## config.mk

```make
export PLATFORM = sky130hd
export DESIGN_NAME = apit_sqrt
export DESIGN_NICKNAME = d
export VERILOG_FILES = /design/src/design/apit_pkg.sv /design/src/design/apit_sqrt.sv
export SDC_FILE = /design/constraint.sdc
export NUM_CORES = 1
export LEC_CHECK = 0
export BUFFER_PORTS_ARGS = -buffer_cell sky130_fd_sc_hd__buf_2
export CAP_MARGIN = 0
export CORE_MARGIN = 2
export CORE_UTILIZATION = 50
export CTS_CLUSTER_SIZE = 24
export DETAILED_ROUTE_END_ITERATION = 8
export PLACE_DENSITY = 0.78
export SYNTH_ARGS = -nofsm -noshare
export SYNTH_HDL_FRONTEND = slang
export SYNTH_SLANG_ARGS = --single-unit
```

## constraint.sdc

```tcl
create_clock -name i_clk -period 6.4 [get_ports i_clk]
set_input_delay 0 -clock i_clk [delete_from_list [all_inputs] [get_ports i_clk]]
set_output_delay 0 -clock i_clk [all_outputs]
set_load 0.02 [all_outputs]
```

## src/design/apit_pkg.sv

```systemverilog
// Shared types, widths and codes for the atom pair interaction term generator.
// No dependencies; every other design file depends on this package.
package apit_pkg;

    localparam int CoordW   = 16;           // Q8.8 coordinate
    localparam int DiffW    = CoordW + 1;   // coordinate difference
    localparam int SqW      = 32;           // one squared difference
    localparam int SumW     = 34;           // squared distance, Q16.16
    localparam int RootW    = 17;           // distance, Q8.8
    localparam int RemW     = 36;           // square root remainder / trial term
    localparam int IdxW     = 8;
    localparam int CoefW    = 48;
    localparam int MinW     = 16;
    localparam int StrW     = 32;
    localparam int QuotW    = 31;           // quotient bits before saturation
    localparam int Pow2W    = 2 * RootW;
    localparam int Pow3W    = 3 * RootW;
    localparam int PowW     = 6 * RootW;    // widest divisor, distance to the sixth
    localparam int SplitW   = 26;           // low slice used for the sixth power
    localparam int IsingSh  = 46;
    localparam int XySh     = 25;
    localparam int NumW     = CoefW + IsingSh;
    localparam int DivCmpW  = PowW + QuotW;
    localparam int CfgIdxW  = 2;
    localparam int CfgDataW = CoefW;

    localparam logic [StrW-1:0] StrengthMax = 32'h7FFF_FFFF;

    localparam logic [CfgIdxW-1:0] RegMode = 2'd0;
    localparam logic [CfgIdxW-1:0] RegCoef = 2'd1;
    localparam logic [CfgIdxW-1:0] RegMin  = 2'd2;

    typedef enum logic {
        MODE_ISING = 1'b0,
        MODE_XY    = 1'b1
    } t_mode;

    typedef enum logic [1:0] {
        PAULI_I = 2'd0,
        PAULI_X = 2'd1,
        PAULI_Y = 2'd2,
        PAULI_Z = 2'd3
    } t_pauli;

    // Sideband that rides along with each pair through the pipeline.
    typedef struct packed {
        t_mode           mode;
        logic            too_close;
        logic [IdxW-1:0] idx_a;
        logic [IdxW-1:0] idx_b;
    } t_side;

endpackage

```

## src/design/apit_sqrt.sv

```systemverilog
// Pipelined integer square root, one result bit per stage.
// Depends on apit_pkg.
module apit_sqrt (
    input  logic                    i_clk,
    input  logic                    i_rst_n,
    input  logic                    i_en,
    input  logic                    i_valid,
    input  logic [apit_pkg::SumW-1:0]  i_radicand,
    input  apit_pkg::t_side         i_side,
    output logic                    o_valid,
    output logic [apit_pkg::RootW-1:0] o_root,
    output apit_pkg::t_side         o_side
);
    import apit_pkg::*;

    logic             r_v    [1:RootW];
    logic [RemW-1:0]  r_rem  [1:RootW];
    logic [RootW-1:0] r_root [1:RootW];
    t_side            r_side [1:RootW];

    for (genvar k = 0; k < RootW; k++) begin : g_stage
        localparam int B = RootW - 1 - k;
        logic             v_in;
        logic [RemW-1:0]  rem_in;
        logic [RootW-1:0] root_in;
        t_side            side_in;
        logic [RemW-1:0]  trial;

        if (k == 0) begin : g_first
            assign v_in    = i_valid;
            assign rem_in  = RemW'(i_radicand);
            assign root_in = '0;
            assign side_in = i_side;
        end else begin : g_next
            assign v_in    = r_v[k];
            assign rem_in  = r_rem[k];
            assign root_in = r_root[k];
            assign side_in = r_side[k];
        end

        // (root + 2^B)^2 - root^2
        assign trial = (RemW'(root_in) << (B + 1)) | (RemW'(1) << (2 * B));

        always_ff @(posedge i_clk) begin
            if (!i_rst_n) begin
                r_v[k+1] <= 1'b0;
            end else if (i_en) begin
                r_v[k+1] <= v_in;
            end
        end

        always_ff @(posedge i_clk) begin
            if (i_en) begin
                r_side[k+1] <= side_in;
                if (rem_in >= trial) begin
                    r_rem[k+1]  <= rem_in - trial;
                    r_root[k+1] <= root_in | (RootW'(1) << B);
                end else begin
                    r_rem[k+1]  <= rem_in;
                    r_root[k+1] <= root_in;
                end
            end
        end
    end

    assign o_valid = r_v[RootW];
    assign o_root  = r_root[RootW];
    assign o_side  = r_side[RootW];

endmodule

```

Word-level counts from Yosys, hierarchy flattened:

Memory sizes are Yosys's and may differ from the RTL's.
Index checks and enable logic that the tools add are counted.

* register bits: 0
* latch bits: 0
* bits in writable memories: 1224
* bits in read-only memories: 0
* input bits: 56
* output and inout bits: 36
* word-level logic and storage cells: 247
* memories: 4

Memories
* r_rem: depth 17, bits a word 36, rd ports 16, clocked after memory_dff 0, write ports 17, RTL line apit_sqrt.sv:17 `logic [RemW-1:0] r_rem [1:RootW];`
* r_side: depth 17, bits a word 18, rd ports 17, clocked after memory_dff 0, write ports 17, RTL line apit_sqrt.sv:19 `t_side r_side [1:RootW];`
* r_root: depth 17, bits a word 17, rd ports 17, clocked after memory_dff 0, write ports 17, RTL line apit_sqrt.sv:18 `logic [RootW-1:0] r_root [1:RootW];`
* r_v: depth 17, bits a word 1, rd ports 17, clocked after memory_dff 0, write ports 17, RTL line apit_sqrt.sv:16 `logic r_v [1:RootW];`

* add/subtract/negate cells: 17
* multiply operators: 0
* divide/modulo/power cells: 0
* magnitude comparators: 17
* eq/ne operators: 0
* shift-type cells: 0
* mux-type cells: 158
* bitwise logic cells: 51
* reductions and logical operators: 0

Operators with widths (number)
* $mux W36: 17
* $mux W17: 17
* $mux W1: 124
* $or A1 B1 Y1: 51
* $ge A36 B18 Y1: 1
* $ge A36 B19 Y1: 1
* $ge A36 B20 Y1: 1
* $ge A36 B21 Y1: 1
* $ge A36 B22 Y1: 1
* $ge A36 B23 Y1: 1
* $ge A36 B24 Y1: 1
* $ge A36 B25 Y1: 1
* $ge A36 B26 Y1: 1
* $ge A36 B27 Y1: 1
* $ge A36 B28 Y1: 1
* $ge A36 B29 Y1: 1
* $ge A36 B30 Y1: 1
* $ge A36 B31 Y1: 1
* $ge A36 B32 Y1: 1
* $ge A36 B33 Y1: 1
* $sub A36 B18 Y36: 1
* $sub A36 B19 Y36: 1
* $sub A36 B20 Y36: 1
* $sub A36 B21 Y36: 1
* 14 further kinds: 14

Depth between registers and ports, before layout:

Gate-level depths: netlist (run 1).
An unclocked memory read counts as a cell.

* word-level depth: 6
* mapped depth: 12
* gate-level depth less buffers: 10

Worst setup path after synthesis (run 1):

No wires, ideal clock.

* path type: register to register
* start point: register r_rem[3][117] (netlist name)
* end point: register r_rem[4][26] (netlist name)
* setup time: 0.258 ns
* arrival: 2.704 ns
* required time: 6.142 ns
* setup slack: 3.438 ns
* stages on the path, launching flop included: 8
* path buffers: 0
* period minus slack after synthesis: 2.962 ns
* path through: edfxtp_1 > ha_1 > a2111oi_0 > a211oi_1 > o31a_1 > or3_1 > or3_1 > xnor2_1

==> metrics.yaml, run 1 <==
io_pins: 92
die_w_um: 302.5
arrival_ns: 3.88
antenna_found_initial: 3
setup_viol: 0
clk_pin_slew_worst_paths_ns: 0.06
slew_headroom_pct: 14.37
place.gp.congestion: 0.9437
power_density_mw_per_mm2: 331.9
clk_path_buf_depth: 3
hold_viol: 0
ys_top_cells_by_count: "edfxtp_1 (1051), inv_1 (208), nand2_1 (194), ha_1 (168), o21ai_0 (146)"
fin_tns_setup_ns: 0
dieHeight_um: 302.5
rsz0062_at_grt: "false"
synth_top_area_share_pct: 70.83
leakage_nw: 18.67
place_area_mm2: 0.04642
dieArea_mm2: 0.09152
r2r_start: "r_rem[3][21]$_DFFE_PP_"
regToRegSetupSlack_ns: 2.89
crit_path_start_kind: "flop"
vias_per_cell: 5.360
avgSynthCellArea_um2: 14.58
crit_start: "r_rem[3][21]$_DFFE_PP_"
ys_warn_count: 0
port_buffers: 91
end_kind: "flop"
initialDrtViolationCount: 1533
final_area_mm2: 0.05096
numCtsBuffers: 106
synthFlopType: "edfxtp_1"
cp_max_fo: 13
async_reset_ff_share_pct: 0
cap_violations: 0
core_area_mm2: 0.08837
finClkSkew_ns: 0.02602
layout.nets: 3521
max_slew.worst_pin.slew_ns: 1.273
dp_hpwl_um: 51200
syn-num-nets: 3281
num_antenna_cells: 0
syn2layout_area_growth_pct: 14.37
synth_cells: 3057
cp_data_required_time_ns: 6.77
vias: 24420
root_buffer: "clkbuf_16"
synth-edff-count: 1051
ant_nets: 0
cts_tree: "built"
fin_crit_ns: 3.513
hold_path_class: "in2reg"
synthMostInstantiatedCell: "edfxtp_1"
cts_resized: 0
first_global_vias: 25148
worstHoldStart: "i_side[9]"
max_freq_mhz: 284.7
avgRoutedWirePerCell_um: 16.94
cts_setup_buffers: 0
p_total_mw: 16.91
grt_start_max_net_pins: 158
drive_above_1_share_pct: 9.938
clock_latency_ns: 0.67
start_util_pct: 50.42
yosysUniqueCellTypes: 75
yosysTopAreaCell: "edfxtp_1"
status: "finished, final reports clean"
critical_path_class: "reg2reg"
first_pass_iters: 7
grt_overflow: 0
grt.total_usage_pct: 17.02
grt_first_pass_wirelength_um: 123900
ir_drop_mv: 0.4004
cts_max_level: 3
wl_um: 77160
yosys-top-cells-area: "edfxtp_1 (71%), ha_1 (4.7%), xnor2_1 (2.4%)"
syn_area_mm2: 0.04456
finalCritPeriodShare_pct: 54.89
synth_seq_cells: 1051
num_rows: 109
dp_slack_ns: 2.888
drc: 0
drv_slew: 0
cts.sinks: 1051
fin_ws_ns: 2.887
ys_seq_area_share_pct: 70.83
[stage by stage]
| step | instances | hold slack, ns | utilization [%] |
|---|---|---|---|
| finish | 4556 | 0.05101 | 57.66 |
| detailed placement | 4271 | 0.1784 | 52.53 |
| floorplan | 3057 | 0.09887 | - |
| global placement | 4271 | 0.1767 | 52.53 |
| CTS | 4556 | 0.0001754 | 57.66 |
| global route | 4556 | 0.008718 | 57.66 |
[cells in the final DEF, fill, tap and decap left out, drive strengths merged, types with 10 or more instances in the layout]
cell         count
o21a            42
nand2          194
edfxtp        1051
clkbuf         126
nor2b           23
nand4b          12
and3            23
o211ai          10
or3             40
a31oi           12
nor3            94
ha             168
nor4            95
dlygate4sd3     83
nor4b           22
o31ai           24
nand4           44
mux2            13
xnor2          120
nor2           134
xor2           120
inv            211
nand3           41
or2             10
a21oi          104
bufinv          19
or4             27
a21o            34
buf            116
nand2b          31
o21ai          150
clkinv          46
a211oi          21
[final cells by class]
| type | count | area, um2 |
|---|---|---|
| tap | 1165 | 1458 |
| sequential | 1051 | 31560 |
| fill | 6706 | 37410 |
| clock inverter | 76 | 913.4 |
| multi-input combinational | 1731 | 11950 |
| clock buffer | 126 | 2791 |
| timing repair buffer | 199 | 1509 |
| inverter | 208 | 780.7 |
[worst max-delay path, cell delays in order, from the launching register on]
cell	delay (ns)
edfxtp_1	0.40
ha_1	0.26
or4_4	0.58
nor4_4	0.28
nand3_1	0.15
or3_1	0.53
a31oi_1	0.78
o21ai_0	0.23
[where the power goes]
part / switching (mW) / total [mW] / internal [mW]
Combinational: 1.01 / 1.75 / 0.739
Sequential: 0.375 / 8.72 / 8.35
Clock: 2.55 / 6.45 / 3.89
Total: 3.94 / 16.9 / 13.0
[registers in the layout, summed over array words and instances, names as in the netlist]
register,flops
r_root,153
r_rem,575
r_side,306
r_v,17
[routing by layer]
layer | share of wire, % | vias to the layer above | track usage, %
met3 | 3.4 | 217 | 2.965
li1 | - | 12099 | -
met4 | 4.6 | 0 | 8.316
met2 | 56 | 487 | 33.86
met1 | 36 | 11617 | 16.72
met5 | 0 | - | 0
[worst paths after layout]
kind	cells after the start	to
setup / recovery	7	r_rem[3][53]$_DFFE_PP_
hold / removal	2	r_side[0][27]$_DFFE_PP_
setup reg to reg	7	r_rem[3][53]$_DFFE_PP_
hold reg to reg	0	r_side[1][4]$_DFFE_PP_
[kinds of logic after synthesis]
| group | Yosys count | synth area share [%] |
|---|---|---|
| AOI/OAI and AO/OA | 465 | 6.599 |
| xor gates and xnor gates | 240 | 4.717 |
| adders and majority gates | 168 | 4.717 |
| buffers and inverters | 275 | 2.392 |
| DFF | 1051 | 70.83 |
| muxes | 22 | 0.5307 |
| and+or+nand+nor | 836 | 10.22 |
[timing repair]
| item | in CTS | in global routing |
|---|---|---|
| endpoints found under the setup margin | 0 | 0 |
| hold buffers | 83 | 0 |
| hold endpoints to repair | 154 | 0 |
Power figures use the tool's default switching activity.
==> run 2, diff against run 1 <==
clock period = 3.4 ns   (was 6.4 ns; I/O delays follow)
==> metrics.yaml, run 2 (synthesis gave the netlist of run 1 again) <==
num_antenna_cells: 0  # unchanged
vias_per_cell: 5.392  # was 5.360
arrival_ns: 3.68  # was 3.88 ns
layout.nets: 3584  # was 3521
dp_hpwl_um: 51290  # was 51200 um
path_common_cell: "or4b_1"
grt_first_pass_wirelength_um: 123100  # was 123900 um
avgRoutedWirePerCell_um: 16.67  # was 16.94 um
worstHoldStart: "i_radicand[1]"  # was i_side[9]
numCtsBuffers: 103  # was 106
first_global_vias: 25111  # was 25148
clk_pin_slew_worst_paths_ns: 0.06  # about the same
leakage_nw: 18.90  # was 18.67 nW
busiest_layer: "met2"  # unchanged
finClkSkew_ns: 0.03528  # was 0.02602 ns
dieHeight_um: 302.5  # unchanged
max_slew.worst_pin.slew_ns: 0.9942  # was 1.273 ns
p_total_mw: 31.47  # was 16.91 mW
cp_data_required_time_ns: 3.82  # was 6.77 ns
end_kind: "flop"  # unchanged
final_cell_mix: "edfxtp_1 (1051), inv_1 (208), nand2_1 (194)"  # unchanged
grt_start_max_net_pins: 175  # was 158
clk_path_buf_depth: 3  # unchanged
status: "finished, final reports clean"  # unchanged
largest_reg_flops: 575  # unchanged
worstRegToRegCells: 8  # was 7
worstHoldPathCells: 2  # unchanged
cts_max_level: 3  # unchanged
rsz0062_at_grt: "false"  # unchanged
ant_nets: 0  # unchanged
syn2layout_area_growth_pct: 15.26  # was 14.37%
combPwrFrac_pct: 10.8  # was 10.3%
hold_viol: 0  # unchanged
cts.sinks: 1051  # unchanged
antenna_found_initial: 0  # was 3
p_int_mw: 24.00  # was 12.98 mW
vias: 24866  # was 24420
r2r_start: "r_rem[1][128]$_DFFE_PP_"  # was r_rem[3][21]$_DFFE_PP_
grt.total_usage_pct: 16.92  # was 17.02%
wl_um: 76900  # was 77160 um
io_pins: 92  # unchanged
slew_headroom_pct: 33.72  # was 14.37%
grt_use_met3_pct: 2.943  # was 2.965%
finalCritPeriodShare_pct: 95.98  # was 54.89%
power_density_mw_per_mm2: 612.7  # was 331.9 mW/mm2
initialDrtViolationCount: 1467  # was 1533
place.gp.congestion: 0.9512  # was 0.9437
regToRegSetupSlack_ns: 0.14  # was 2.89 ns
fill_cells: 6624  # was 6706
netSwitchingFraction_pct: 23.74  # was 23.27%
num_rows: 109  # unchanged
drv_slew: 0  # unchanged
crit_path_start_kind: "flop"  # unchanged
drc: 0  # unchanged
net-switching-power_mw: 7.471  # was 3.937 mW
path_buf_inv: 0  # unchanged
hold_path_class: "in2reg"  # unchanged
p_seq_share_pct: 52.2  # was 51.6%
worstHoldEndpoint: "r_rem[0][37]$_DFFE_PP_"  # was r_side[0][27]$_DFFE_PP_
port_buffers: 91  # unchanged
max_stage_delay_ns: 0.56  # was 0.78 ns
die_w_um: 302.5  # unchanged
fin_tns_setup_ns: 0  # unchanged
max_freq_mhz: 306.4  # was 284.7 MHz
core_area_mm2: 0.08837  # unchanged
cp_max_fo: 6  # was 13
layout_commonest_cell: "edfxtp_1"  # unchanged
ir_drop_mv: 0.4872  # was 0.4004 mV
drive_above_1_share_pct: 11.29  # was 9.938%
top_register: "r_rem"  # unchanged
root_buffer: "clkbuf_16"  # unchanged
path_cells: "ha_1 -> nor2b_1 -> o21a_1 -> o21ai_0 -> a311oi_1 -> or4b_1 -> or4b_1 -> xnor2_1"  # was ha_1 -> or4_4 -> nor4_4 -> nand3_1 -> or3_1 -> a31oi_1 -> o21ai_0
start_util_pct: 50.42  # unchanged
grtUsageMet2_pct: 33.26  # was 33.86%
reg2reg_to: "r_rem[2][32]$_DFFE_PP_"  # was r_rem[3][53]$_DFFE_PP_
cts_tree: "built"  # unchanged
critical_path_class: "reg2reg"  # unchanged
slowest_stage: "or4b_1"  # was a31oi_1
setup_viol: 0  # unchanged
pwr-share-clk_pct: 37.0  # was 38.1%
fin_crit_ns: 3.263  # was 3.513 ns
largestRegisters: "r_rem x575, r_side x306, r_root x153"  # unchanged
dieArea_mm2: 0.09152  # unchanged
grt_overflow: 0  # unchanged
clock_latency_ns: 0.70  # was 0.67 ns
use_met1_pct: 16.74  # was 16.72%
crit_family: "simple AND/OR/NAND/NOR gates"  # unchanged
first_pass_iters: 6  # was 7
cap_violations: 0  # unchanged
==> run 2: cell types whose count changed in the layout (fill, tap and decap cells not counted), sizes merged <==
| cell | previous run | this run |
|---|---|---|
| buf | 116 | 174 |
| bufinv | 19 | 16 |
| clkbuf | 126 | 115 |
| clkinv | 46 | 50 |
| dlygate4sd3 | 83 | 91 |
==> run 2: routing by layer <==
layer	vias up	part of all wire, %
met3	211	3.8
met4	0	4.6
met5	-	0
met2	566	56
met1	11854	36
li1	12235	-
==> run 2: worst max path at each step <==
stage	from	endpoint	slack [ns]	depth (start not counted)
floorplan	r_rem[3][117]$_DFFE_PP_	r_rem[4][26]$_DFFE_PP_	0.44	7
global placement	r_rem[3][112]$_DFFE_PP_	r_rem[4][4]$_DFFE_PP_	0.12	8
detailed placement	r_rem[3][117]$_DFFE_PP_	r_rem[4][10]$_DFFE_PP_	0.07	8
CTS	r_rem[1][135]$_DFFE_PP_	r_rem[2][32]$_DFFE_PP_	0.05	7
global route	r_rem[3][44]$_DFFE_PP_	r_rem[3][106]$_DFFE_PP_	0.01	8
finish	r_rem[1][128]$_DFFE_PP_	r_rem[2][32]$_DFFE_PP_	0.14	8
==> run 2: cell type report <==
type / instances / area, um2 / share of cell area [%]
Tap cell: 1165 / 1458 / 2.838
Inverter: 208 / 780.7 / 1.520
Timing Repair Buffer: 265 / 2049 / 3.991
Clock inverter: 77 / 909.6 / 1.771
Multi-Input combinational cell: 1731 / 11980 / 23.32
Clock buffer: 115 / 2623 / 5.106
Sequential cell: 1051 / 31560 / 61.45
==> run 2: worst reg2reg max path, stage by stage (launching register included) <==
cell      delay [ns]
edfxtp_1        0.39
ha_1            0.36
nor2b_1         0.15
o21a_1          0.18
o21ai_0         0.37
a311oi_1        0.30
or4b_1          0.56
or4b_1          0.53
xnor2_1         0.14
==> run 2: what timing repair did <==
action                                 4_1_cts  5_1_grt
setup endpoints to repair                    0       28
endpoints found under the hold margin      127        0
buffers inserted                             0        4
gates resized for setup                      0        5
hold buffers                                91        0
==> run 2: stage by stage <==
step / setup slack [ns] / utilization, % / instances / cell area [um2] / hold WS, ns
finish: 0.1367 / 58.11 / 4612 / 51360 / 0.04413
global route: 0.01150 / 58.11 / 4612 / 51360 / 0.01682
CTS: 0.04613 / 58.05 / 4608 / 51300 / 0.0008273
detailed placement: 0.06996 / 53.02 / 4325 / 46850 / 0.1781
global placement: 0.1195 / 53.02 / 4325 / 46850 / 0.1765
floorplan: 0.4376 / - / 3057 / 44560 / 0.09887
==> run 2: power by group through the flow <==
stage               clock [mW]  sequential, mW  combinational [mW]
floorplan                    0            16.4                2.42
global placement             0            16.6                3.19
detailed placement           0            16.7                3.26
CTS                       11.9            16.4                3.37
global route              12.5            16.5                3.79
finish                    11.7            16.4                3.39
